`src/rtl/mffd_pkg.sv`:
```
// ----------------------------------------------------------------------------
// Motor feedback frame decoder package
// Register indexes, field codes, scaling constants and the constant-divide
// helper shared by the decoder core.
// ----------------------------------------------------------------------------
package mffd_pkg;

  // Configuration register indexes
  localparam logic [1:0] CFG_MOTOR_ID   = 2'd0;
  localparam logic [1:0] CFG_HOST_ID    = 2'd1;
  localparam logic [1:0] CFG_POS_PROF   = 2'd2;

  // Register reset values
  localparam logic [7:0] MOTOR_ID_RST   = 8'd1;
  localparam logic [7:0] HOST_ID_RST    = 8'd0;
  localparam logic [1:0] POS_PROF_RST   = 2'd0;

  // Position profile codes (anything else rejects every frame)
  localparam logic [1:0] PROF_4PI       = 2'd0;
  localparam logic [1:0] PROF_12P5      = 2'd1;

  // Frame format constants
  localparam logic [4:0] FEEDBACK_TYPE_DEF = 5'd2;
  localparam logic [3:0] FRAME_LEN_FULL    = 4'd8;
  localparam logic [7:0] MOTOR_ID_MIN      = 8'd1;
  localparam logic [7:0] MOTOR_ID_MAX      = 8'd126;
  localparam logic [1:0] MODE_MAX          = 2'd2;
  localparam logic [1:0] MODE_ENABLED      = 2'd2;
  localparam logic [15:0] TEMP_MAX         = 16'd2000;

  // Q16 span and low-bound magnitude of each quantity (span = 2 * magnitude)
  localparam logic [21:0] POS0_MAG  = 22'd823550;
  localparam logic [21:0] POS0_SPAN = 22'd1647100;
  localparam logic [21:0] POS1_MAG  = 22'd819200;
  localparam logic [21:0] POS1_SPAN = 22'd1638400;
  localparam logic [21:0] VEL_MAG   = 22'd1966080;
  localparam logic [21:0] VEL_SPAN  = 22'd3932160;
  localparam logic [21:0] TRQ_MAG   = 22'd786432;
  localparam logic [21:0] TRQ_SPAN  = 22'd1572864;

  // floor(p / 65535) for p below 2^38: p = a*65535 + (a+b), then fold once more
  function automatic logic [21:0] div65535(input logic [37:0] p);
    logic [21:0] a;
    logic [22:0] c;
    logic [6:0]  c1;
    logic [16:0] s;
    a  = p[37:16];
    c  = {1'b0, a} + {7'b0, p[15:0]};
    c1 = c[22:16];
    s  = {1'b0, c[15:0]} + {10'b0, c1};
    return a + {15'b0, c1} + {21'b0, (s >= 17'd65535)};
  endfunction

  // lo + floor(raw * span / 65535), lo = -mag; result in 23-bit two's complement
  function automatic logic [22:0] unmap_q16(input logic [15:0] raw,
                                            input logic [21:0] span,
                                            input logic [21:0] mag);
    logic [37:0] prod;
    logic [21:0] q;
    prod = {22'b0, raw} * {16'b0, span};
    q    = div65535(prod);
    return {1'b0, q} - {1'b0, mag};
  endfunction

endpackage

```
`src/rtl/motor_feedback_frame_decoder_core.sv`:
```
// ----------------------------------------------------------------------------
// Motor feedback frame decoder core
// Checks one received CAN frame per cycle as a motor feedback frame and
// unpacks position, velocity, torque, temperature, faults and mode.
// ----------------------------------------------------------------------------
// Usage:
//   Input channel: a frame transfers on a rising edge with start high and
//   busy low. busy stays low, so a frame may be offered in every cycle.
//   Result channel: out_valid is high for exactly one cycle per frame, once
//   the frame has passed the input and result registers; the receiver cannot stall it.
//   A frame passes the input register, then decode/scale into the result
//   register; throughput is one frame per cycle, since the whole decode is
//   one pass of logic between the two registers: one 16x22 constant-span
//   multiply per quantity and the fold-add divide by 65535.
//   out_status = 1 marks a rejected frame; all other result fields are 0.
//   Configuration: cfg_we writes cfg_wdata to register cfg_index
//   (0 motor id, 1 host id, 2 position profile); index 3 is ignored.
//   Write registers only while no frame is in flight.
//   Reset (rst_n low, synchronous) clears the pipeline valid bits and loads
//   motor id 1, host id 0 and position profile 0.
// ----------------------------------------------------------------------------
module motor_feedback_frame_decoder_core
  import mffd_pkg::*;
#(
  parameter logic [4:0] FEEDBACK_TYPE_CODE = FEEDBACK_TYPE_DEF
) (
  input  logic               clk,
  input  logic               rst_n,
  // configuration port
  input  logic               cfg_we,
  input  logic [1:0]         cfg_index,
  input  logic [7:0]         cfg_wdata,
  // input channel
  input  logic               start,
  output logic               busy,
  input  logic [31:0]        in_frame_id,
  input  logic [3:0]         in_frame_length,
  input  logic               in_is_extended,
  input  logic               in_is_remote,
  input  logic [63:0]        in_payload,
  input  logic [31:0]        in_rx_tick,
  // result channel
  output logic               out_valid,
  output logic               out_status,
  output logic signed [20:0] out_position_q16,
  output logic signed [21:0] out_velocity_q16,
  output logic signed [20:0] out_torque_q16,
  output logic [10:0]        out_temperature_tenths,
  output logic [5:0]         out_fault_bits,
  output logic [1:0]         out_run_mode,
  output logic               out_is_enabled,
  output logic               out_is_online,
  output logic [31:0]        out_last_tick
);

  // configuration registers
  logic [7:0] motor_id_r;
  logic [7:0] host_id_r;
  logic [1:0] pos_prof_r;

  // input stage
  logic        s1_valid_r;
  logic [31:0] s1_id_r;
  logic [3:0]  s1_len_r;
  logic        s1_ext_r;
  logic        s1_rem_r;
  logic [63:0] s1_pl_r;
  logic [31:0] s1_tick_r;

  // result stage
  logic        out_valid_r;
  logic        status_r;
  logic [20:0] pos_r;
  logic [21:0] vel_r;
  logic [20:0] trq_r;
  logic [10:0] temp_r;
  logic [5:0]  fault_r;
  logic [1:0]  mode_r;
  logic        enabled_r;
  logic        online_r;
  logic [31:0] tick_r;

  // decode stage next values
  logic        status_nxt;
  logic [20:0] pos_nxt;
  logic [21:0] vel_nxt;
  logic [20:0] trq_nxt;
  logic [10:0] temp_nxt;
  logic [5:0]  fault_nxt;
  logic [1:0]  mode_nxt;
  logic        enabled_nxt;
  logic        online_nxt;
  logic [31:0] tick_nxt;

  logic        in_xfer;

  assign busy    = 1'b0;
  assign in_xfer = start & ~busy;

  // write configuration registers; unknown index is dropped
  always_ff @(posedge clk) begin
    if (!rst_n) begin
      motor_id_r <= MOTOR_ID_RST;
      host_id_r  <= HOST_ID_RST;
      pos_prof_r <= POS_PROF_RST;
    end else if (cfg_we) begin
      case (cfg_index)
        CFG_MOTOR_ID: motor_id_r <= cfg_wdata;
        CFG_HOST_ID:  host_id_r  <= cfg_wdata;
        CFG_POS_PROF: pos_prof_r <= cfg_wdata[1:0];
        default: ;
      endcase
    end
  end

  // capture the frame on transfer
  always_ff @(posedge clk) begin
    if (!rst_n) begin
      s1_valid_r <= 1'b0;
    end else begin
      s1_valid_r <= in_xfer;
    end
  end

  always_ff @(posedge clk) begin
    if (in_xfer) begin
      s1_id_r   <= in_frame_id;
      s1_len_r  <= in_frame_length;
      s1_ext_r  <= in_is_extended;
      s1_rem_r  <= in_is_remote;
      s1_pl_r   <= in_payload;
      s1_tick_r <= in_rx_tick;
    end
  end

  // check the frame and scale the raw values
  always_comb begin
    logic        ok;
    logic [1:0]  mode;
    logic [15:0] temp;
    logic [21:0] pspan;
    logic [21:0] pmag;
    logic [22:0] pos_full;
    logic [22:0] vel_full;
    logic [22:0] trq_full;
    mode = s1_id_r[23:22];
    temp = s1_pl_r[15:0];
    ok = 1'b1;
    if (motor_id_r < MOTOR_ID_MIN || motor_id_r > MOTOR_ID_MAX) ok = 1'b0;
    if (pos_prof_r != PROF_4PI && pos_prof_r != PROF_12P5) ok = 1'b0;
    if (s1_len_r != FRAME_LEN_FULL || !s1_ext_r || s1_rem_r) ok = 1'b0;
    if (s1_id_r[31:29] != 3'b000) ok = 1'b0;
    if (s1_id_r[28:24] != FEEDBACK_TYPE_CODE) ok = 1'b0;
    if (s1_id_r[7:0] != host_id_r || s1_id_r[15:8] != motor_id_r) ok = 1'b0;
    if (mode > MODE_MAX || temp > TEMP_MAX) ok = 1'b0;

    pspan = (pos_prof_r == PROF_4PI) ? POS0_SPAN : POS1_SPAN;
    pmag  = (pos_prof_r == PROF_4PI) ? POS0_MAG  : POS1_MAG;
    pos_full = unmap_q16(s1_pl_r[63:48], pspan, pmag);
    vel_full = unmap_q16(s1_pl_r[47:32], VEL_SPAN, VEL_MAG);
    trq_full = unmap_q16(s1_pl_r[31:16], TRQ_SPAN, TRQ_MAG);

    status_nxt  = ~ok;
    pos_nxt     = ok ? pos_full[20:0] : '0;
    vel_nxt     = ok ? vel_full[21:0] : '0;
    trq_nxt     = ok ? trq_full[20:0] : '0;
    temp_nxt    = ok ? temp[10:0] : '0;
    fault_nxt   = ok ? s1_id_r[21:16] : '0;
    mode_nxt    = ok ? mode : '0;
    enabled_nxt = ok && (mode == MODE_ENABLED);
    online_nxt  = ok;
    tick_nxt    = ok ? s1_tick_r : '0;
  end

  // advance into the result register
  always_ff @(posedge clk) begin
    if (!rst_n) begin
      out_valid_r <= 1'b0;
    end else begin
      out_valid_r <= s1_valid_r;
    end
  end

  always_ff @(posedge clk) begin
    if (s1_valid_r) begin
      status_r  <= status_nxt;
      pos_r     <= pos_nxt;
      vel_r     <= vel_nxt;
      trq_r     <= trq_nxt;
      temp_r    <= temp_nxt;
      fault_r   <= fault_nxt;
      mode_r    <= mode_nxt;
      enabled_r <= enabled_nxt;
      online_r  <= online_nxt;
      tick_r    <= tick_nxt;
    end
  end

  assign out_valid              = out_valid_r;
  assign out_status             = status_r;
  assign out_position_q16       = pos_r;
  assign out_velocity_q16       = vel_r;
  assign out_torque_q16         = trq_r;
  assign out_temperature_tenths = temp_r;
  assign out_fault_bits         = fault_r;
  assign out_run_mode           = mode_r;
  assign out_is_enabled         = enabled_r;
  assign out_is_online          = online_r;
  assign out_last_tick          = tick_r;

  // every frame captured in the input register gives exactly one result in the result register
  a_result_follows: assert property (@(posedge clk) disable iff (!rst_n)
    s1_valid_r |=> out_valid)
    else $error("result strobe missing after captured frame");

  a_no_spurious: assert property (@(posedge clk) disable iff (!rst_n)
    !s1_valid_r |=> !out_valid)
    else $error("result strobe without captured frame");

  // a rejected frame carries only the status bit
  a_reject_zero: assert property (@(posedge clk) disable iff (!rst_n)
    (out_valid && out_status) |-> (out_position_q16 == '0 && out_velocity_q16 == '0
      && out_torque_q16 == '0 && out_temperature_tenths == '0 && out_fault_bits == '0
      && out_run_mode == '0 && !out_is_enabled && !out_is_online && out_last_tick == '0))
    else $error("rejected result has nonzero fields");

  // an accepted frame is online with a legal mode and temperature
  a_accept_fields: assert property (@(posedge clk) disable iff (!rst_n)
    (out_valid && !out_status) |-> (out_is_online && out_run_mode <= MODE_MAX
      && {5'b0, out_temperature_tenths} <= TEMP_MAX
      && out_is_enabled == (out_run_mode == MODE_ENABLED)))
    else $error("accepted result fields inconsistent");

endmodule
```
`config.mk`:
```
export PLATFORM = sky130hd
export DESIGN_NAME = motor_feedback_frame_decoder_core
export DESIGN_NICKNAME = d
export VERILOG_FILES = /design/src/rtl/mffd_pkg.sv /design/src/rtl/motor_feedback_frame_decoder_core.sv
export SDC_FILE = /design/constraint.sdc
export NUM_CORES = 1
export LEC_CHECK = 0
export BUFFER_PORTS_ARGS = -buffer_cell sky130_fd_sc_hd__buf_2
export CORE_MARGIN = 2
export CORE_UTILIZATION = 25
export CTS_CLUSTER_SIZE = 8
export DETAILED_ROUTE_END_ITERATION = 6
export SLEW_MARGIN = 0
export SYNTH_ARGS = -nofsm -noshare
export SYNTH_HDL_FRONTEND = slang
export SYNTH_SLANG_ARGS = --single-unit
```
`constraint.sdc`:
```
create_clock -name clk -period 14.1 [get_ports clk]
set_input_delay 2.82 -clock clk [delete_from_list [all_inputs] [get_ports clk]]
set_output_delay 2.82 -clock clk [all_outputs]
set_load 0.02 [all_outputs]
```
==> results of run 1 <==
## through the flow
step           utilization, %  cells  area, um^2  worst slack [ns]
2_1_floorplan               -   1865       20700              1.87
3_3_place_gp             28.4   3178       23300             0.793
3_5_place_dp             28.4   3178       23300             0.432
4_1_cts                  29.8   3237       24500             0.417
5_1_grt                  29.8   3243       24500           0.00122
6_report                 29.9   3245       24500             0.968
## placed cells by master (no fill, tap or decap), types with 42 or more instances in the layout
cell type and count:
a21oi_1 74, and2_1 72, buf_2 265, edfxtp_1 252, fa_1 126, ha_1 252
inv_1 252, nand2_1 69, nor2_1 121, o21ai_0 45, xnor2_1 101, xor2_1 42
## logic make-up after synthesis
logic type               count (synthesis)  share of synthesized area (%)
adder cells (fa/ha/maj)                379                           27.5
flip-flops                             272                           38.5
AO/OA/AOI/OAI                          298                           9.82
multiplexers                            19                          0.918
buffers and inverters                  281                           5.16
other                                    1                         0.0181
AND/OR/NAND/NOR                        470                           11.9
XOR/XNOR                               145                           6.28
## critical path: cells and delay by family, from the launching register on
family,cells,cell delay (ns)
AOI/OAI and AO/OA,25,5.00
adders and majority gates,11,4.08
and+or+nand+nor,13,2.52
buffers and inverters,7,0.55
DFF,1,0.34
xor gates and xnor gates,2,0.34
## final timing paths
path | from | to | cells past startpoint
max | pos_prof_r[1]$_SDFFE_PN0P_ | out_position_q16[20]$_SDFFCE_PN0P_ | 58
min | s1_tick_r[23]$_DFFE_PP_ | out_last_tick[23]$_SDFFCE_PN0P_ | 1
max reg2reg | pos_prof_r[1]$_SDFFE_PN0P_ | out_position_q16[20]$_SDFFCE_PN0P_ | 58
min reg2reg | s1_tick_r[23]$_DFFE_PP_ | out_last_tick[23]$_SDFFCE_PN0P_ | 1
## flip-flops by register name (all words and copies together) (netlist names)
register and count:
out_torque_q16 21, out_run_mode 2, pos_prof_r 2, s1_id_r 32
s1_tick_r 32, out_status 1, out_is_online 1, s1_pl_r 64
s1_len_r 4, host_id_r 8, out_velocity_q16 22, s1_valid_r 1
out_last_tick 32, out_temperature_tenths 11, out_position_q16 21, motor_id_r 8
out_valid 1, out_fault_bits 6, s1_rem_r 1, s1_ext_r 1
out_is_enabled 1
## what timing repair did
| item | 4_1_cts | 5_1_grt |
|---|---|---|
| resized for setup | 0 | 2 |
| endpoints found under the hold margin | 0 | 0 |
| setup endpoints to repair | 0 | 7 |
| hold buffers | 0 | 0 |
## final cells by class
type | instances | area (um^2) | area share, %
multi-input combinational | 1312 | 11700 | 47.7
inverter | 252 | 946 | 3.86
sequential | 272 | 7970 | 32.5
clock buffer | 51 | 1060 | 4.34
timing repair buffer | 272 | 1380 | 5.64
clock inverter | 8 | 87.6 | 0.357
antenna | 8 | 20.0 | 0.0817
tap | 1070 | 1340 | 5.46
## metal layers
metal | wire [um] | up-vias | global-route usage [%]
li1 | - | 7100 | -
met1 | 22500 | 6769 | 14.8
met2 | 25500 | 236 | 20.9
met3 | 1820 | 74 | 1.90
met4 | 1180 | 8 | 3.85
met5 | 55 | - | 0
==> run summary, run 1 <==
===========================================================================
Cell occurring most often along the worst timing path                 inv_1
Layout cells sized above 1                                            15.8%
Clock slew at reported path FFs                                     0.05 ns
Synthesized netlist cell count                                         1865
Register-to-Register Setup Slack                                    0.97 ns
Achievable Freq                                                    76.2 MHz
Synthesized net count                                                  2391
Clock H-tree levels                                                       2
Type of element capturing the critical path                       flip-flop
Buffer levels on the longest clock path                                   3
Core ar.                                                         82100 um^2
Worst slack on hold paths                                          0.511 ns
Skew final                                                        0.0293 ns
Final-layout fill cell count                                           8417
Port bufs                                                               266
Final hold vios                                                           0
Area share of the largest cell type after synthesis                   36.5%
Worst relative slew slack                                             36.0%
Overall Global Routing Usage                                          11.9%
RD Place Congestion                                                   0.907
Drc violations                                                            2
Most area-consuming cells after synthesis                      edfxtp_1 37%, ha_1 15%, fa_1 12%
Drt initial violations                                                  700
Detail-routed via count per cell                                       4.37
Crit Path Class                                                flip-flop to flip-flop
Clock tree from TritonCTS                                               yes
Post-route antenna net violation count                                    0
Clk_lat worst skew                                                  0.57 ns
Run status                                                     complete, but fails checks
Number of failing setup endpoints in the final timing report              0
Clock period minus worst slack                                     13.13 ns
Area Growth Syn to Fin                                                18.4%
Cell type with the highest aggregate area in the netlist           edfxtp_1
Router iterations before antenna repair                                   7
Number of flops mapped to enable cells by yosys                         252
Final-stage net count                                                  2677
Setup crit start kind                                             flip-flop
Clk sink count                                                          272
Average footprint of a synthesized cell                           11.1 um^2
Starting Density                                                      25.2%
#FFs+latches synth                                                      272
Total gr overflow                                                         0
Maximum number of pins on one net before global-route repair             70
Total wirelength of the detailed-routed design                      51.0 mm
Worst-Margin Slew                                                  0.960 ns
Number of placed I/O pins                                               268
Max-capacitance violation count                                           0
Most used standard cells in the synthesized netlist            252 x edfxtp_1, 252 x ha_1, 252 x inv_1
Average wire per standard cell                                      15.7 um
Total negative setup slack                                             0 ns
Async set-reset flop share out of synthesis                              0%
Antenna violations before repair                                         13
Setup repair after global routing missed its margin                   false
Via count of the first global-routing pass                            14400
First-pass GRT wire length                                          80.4 mm
Vias                                                                  14200
Slowest cell on the critical path                                      fa_1
TritonCTS buffer count                                                   41
Largest incremental delay on the critical path                      0.54 ns
Horizontal extent of the die                                         292 um
Die area                                                         85200 um^2
Path class of the lowest-slack min-delay path                  flip-flop to flip-flop
Max-slew violation count                                                  0
Floorplan die height                                                 292 um
Period utilization                                                    93.1%
Required time at the endpoint of the critical path                 14.39 ns
Crit-path max FO                                                         18
Arr. time, crit path                                               13.42 ns
Yosys warning count                                                       0
Primary flip-flop cell chosen by synthesis mapping                 edfxtp_1
Number of setup buffers added after CTS                                   0
Synthesized area                                                 20700 um^2
Number of cell rows                                                     105
Netlist cell types                                                       79
HPWL after detailed placement                                       41.0 mm
Failing checks                                                 design-rule violations
Share of the yosys chip area belonging to registers                   38.5%
Root buffer cell                                                  clkbuf_16
===========================================================================
Power of run 1 is not shown: default switching activity piles up to over one toggle a cycle in this logic, so the estimate is an artifact.
==> run 2: changes to the inputs <==
Settings changed: ABC_AREA set to 1, BUFFER_PORTS_ARGS -buffer_cell sky130_fd_sc_hd__buf_2 to -buffer_cell sky130_fd_sc_hd__buf_4.
==> run 2 against run 1 <==
  * The flow still finishes with violations (design-rule violations)
  * Design area up 4.8%
  * Non-clock buffer count is 1 higher
  * Clock skew grew 0.020 ns
  * Critical path depth increased by 5
  * Critical endpoint unchanged
  * Critical path type unchanged
  * Maximum frequency rose by 4.6%
==> run summary, run 2 <==
=====================================================================================
Run status                                                               complete, but fails checks   unchanged
Failing checks                                                           design-rule violations   unchanged
Floorplan die height                                                           295 um   was 292 um
Max-slew violation count                                                            0   unchanged
Timing startpoint of the critical path                                   pos_prof_r[1]$_SDFFE_PN0P_   unchanged
Number of failing setup endpoints in the final timing report                        0   unchanged
Setup crit start kind                                                       flip-flop   unchanged
Clock period minus worst slack                                               12.56 ns   was 13.13 ns
Average wire per standard cell                                                14.8 um   was 15.7 um
HPWL after detailed placement                                                 44.4 mm   was 41.0 mm
Drc violations                                                                     10   was 2
Skew final                                                                  0.0496 ns   was 0.0293 ns
Final hold vios                                                                     0   unchanged
Period utilization                                                              89.1%   was 93.1%
Largest register FFs                                                               64   unchanged
Netlist cell types                                                                 58   was 79
Core ar.                                                                   83700 um^2   was 82100 um^2
Buffer levels on the longest clock path                                             3   unchanged
Crit-path max FO                                                                   15   was 18
Primary flip-flop cell chosen by synthesis mapping                           edfxtp_1   unchanged
First-pass GRT wire length                                                    86.2 mm   was 80.4 mm
Share of the yosys chip area belonging to registers                             37.7%   was 38.5%
Clk_lat worst skew                                                            0.58 ns   was 0.57 ns
Post-route antenna net violation count                                              0   unchanged
Path class of the lowest-slack min-delay path                            flip-flop to flip-flop   unchanged
Number of flops mapped to enable cells by yosys                                   252   unchanged
Cell occurring most often along the worst timing path                         a21oi_1   was inv_1
Number of antenna cells inserted                                                    0   was 8
Startpoint of the most critical register-to-register path                pos_prof_r[1]$_SDFFE_PN0P_   unchanged
#FFs+latches synth                                                                272   unchanged
Worst slack on hold paths                                                    0.452 ns   was 0.511 ns
Total wirelength of the detailed-routed design                                54.8 mm   was 51.0 mm
Vias                                                                            15700   was 14200
Antenna violations before repair                                                    1   was 13
Yosys warning count                                                                 0   unchanged
Cell type group with the largest total delay on the critical path         adder cells   was compound AO/OA/AOI/OAI gates
Synthesized netlist cell count                                                   2247   was 1865
Cell with the most instances after synthesis                                    inv_1
Worst relative slew slack                                                       41.3%   was 36.0%
Required time at the endpoint of the critical path                           14.52 ns   was 14.39 ns
RD Place Congestion                                                             0.896   was 0.907
Largest incremental delay on the critical path                                0.62 ns   was 0.54 ns
Crit Path Class                                                          flip-flop to flip-flop   unchanged
Total negative setup slack                                                       0 ns   unchanged
Area Growth Syn to Fin                                                          21.7%   was 18.4%
Horizontal extent of the die                                                   295 um   was 292 um
Number of placed I/O pins                                                         268   unchanged
Setup repair after global routing missed its margin                             false   unchanged
FF-to-FF path depth                                                                63   was 58
Clock tree from TritonCTS                                                         yes   unchanged
Clock H-tree levels                                                                 2   unchanged
Area share of the largest cell type after synthesis                             35.8%   was 36.5%
Most used cells in the layout excluding fill and tap cells               479 x inv_1, 300 x nand2_1, 272 x buf_4, 252 x ha_1, 252 x edfxtp_1   was 265 x buf_2, 252 x inv_1, 252 x ha_1, 252 x edfxtp_1, 126 x fa_1
Average footprint of a synthesized cell                                     9.40 um^2   was 11.1 um^2
Root buffer cell                                                            clkbuf_16   unchanged
TritonCTS buffer count                                                             41   unchanged
Achievable Freq                                                              79.6 MHz   was 76.2 MHz
Fraction of the core area covered by cells at the end of the flow               30.7%   was 29.9%
Layout cells sized above 1                                                      15.8%   about the same
Synthesized net count                                                            2773   was 2391
Port bufs                                                                         266   unchanged
End of the worst register-to-register path                               out_position_q16[20]$_SDFFCE_PN0P_   unchanged
Biggest register                                                              s1_pl_r   unchanged
Number of cell rows                                                               106   was 105
Start point of the worst hold path                                       pos_prof_r[0]$_SDFFE_PN0P_   was s1_tick_r[23]$_DFFE_PP_
Number of gates on the worst path with buffers counted                             63   was 58
Register-to-Register Setup Slack                                              1.54 ns   was 0.97 ns
Drt initial violations                                                            790   was 700
Type of element capturing the critical path                                 flip-flop   unchanged
Worst-Margin Slew                                                            0.880 ns   was 0.960 ns
Most area-consuming cells after synthesis                                edfxtp_1 36%, ha_1 15%, fa_1 12%   was edfxtp_1 37%, ha_1 15%, fa_1 12%
Starting Density                                                                25.2%   about the same
Capture point of the critical path                                       out_position_q16[20]$_SDFFCE_PN0P_   unchanged
Overall Global Routing Usage                                                    12.7%   was 11.9%
Maximum number of pins on one net before global-route repair                       69   was 70
Most used standard cells in the synthesized netlist                      479 x inv_1, 301 x nand2_1, 252 x edfxtp_1, 252 x ha_1, 194 x nor2_1   was 252 x edfxtp_1, 252 x ha_1, 252 x inv_1
Detail-routed via count per cell                                                 4.24   was 4.37
Final-stage net count                                                            3071   was 2677
Most frequent standard cell in the layout excluding fill and tap cells          inv_1   was buf_2
Async set-reset flop share out of synthesis                                        0%   unchanged
Die area                                                                   86800 um^2   was 85200 um^2
Number of setup buffers added after CTS                                             0   unchanged
Router iterations before antenna repair                                             7   unchanged
Post-Layout Cell Count                                                           3695   was 3245
Clock slew at reported path FFs                                               0.06 ns   was 0.05 ns
Gates resized, CTS repair                                                           0   unchanged
Crit path buffers/inverters                                                         9   was 7
Slowest cell on the critical path                                                fa_1   unchanged
Max-capacitance violation count                                                     0   unchanged
Clk sink count                                                                    272   unchanged
Placed instance count                                                            3636   was 3178
Total gr overflow                                                                   0   unchanged
Arr. time, crit path                                                         12.97 ns   was 13.42 ns
Synthesized area                                                           21100 um^2   was 20700 um^2
Number of hold-repair buffers added at the cts stage                                0   unchanged
Cell type with the highest aggregate area in the netlist                     edfxtp_1   unchanged
Via count of the first global-routing pass                                      16100   was 14400
=====================================================================================
[run 2: final cells by class]
cell class	count	area (um^2)
clock buffers	51	1060
clock inverters	8	100
fillers	8716	58000
inverters	491	1840
multi-input cells	1466	11200
flip-flops and latches	272	7970
well taps	1134	1420
repair buffers	273	2050
[run 2: cell families after synthesis]
logic type	synth area share (%)
AOI/OAI and AO/OA	8.39
xor gates and xnor gates	3.52
adders and majority gates	26.9
buffers and inverters	9.07
DFF	37.7
other	0.0178
and+or+nand+nor	14.4
[run 2: routing by layer]
| metal | vias up | part of all wire, % | GRT usage, % |
|---|---|---|---|
| li1 | 7929 | - | - |
| met1 | 7324 | 42 | 15.0 |
| met2 | 365 | 49 | 22.5 |
| met3 | 66 | 6.8 | 3.39 |
| met4 | 0 | 2.6 | 3.60 |
| met5 | - | 0 | 0 |
[run 2: worst reg2reg max path: cells and delay by family (launching register included)]
kind | cells | cell delay [ns]
buffers and inverters | 9 | 1.34
DFF | 1 | 0.33
adders and majority gates | 12 | 4.43
and+or+nand+nor | 21 | 2.65
xor gates and xnor gates | 2 | 0.58
AOI/OAI and AO/OA | 19 | 3.12
[run 2: worst min-delay path by stage]
stage                                  to  slack, ns  cells past startpoint
2_1_floorplan  pos_prof_r[0]$_SDFFE_PN0P_       0.42                      2
3_3_place_gp   pos_prof_r[0]$_SDFFE_PN0P_       0.45                      2
3_5_place_dp   pos_prof_r[0]$_SDFFE_PN0P_       0.45                      2
4_1_cts        pos_prof_r[0]$_SDFFE_PN0P_       0.46                      2
5_1_grt        pos_prof_r[0]$_SDFFE_PN0P_       0.47                      2
6_report       pos_prof_r[0]$_SDFFE_PN0P_       0.45                      2
[run 2: per-stage QoR]
stage	setup WS, ns	area [um^2]
global placement	1.82	24500
finish	1.54	25700
CTS	1.56	25700
global route	0.160	25700
detailed placement	1.60	24500
floorplan	3.24	21100
Power of run 2 is left out for the same reason.
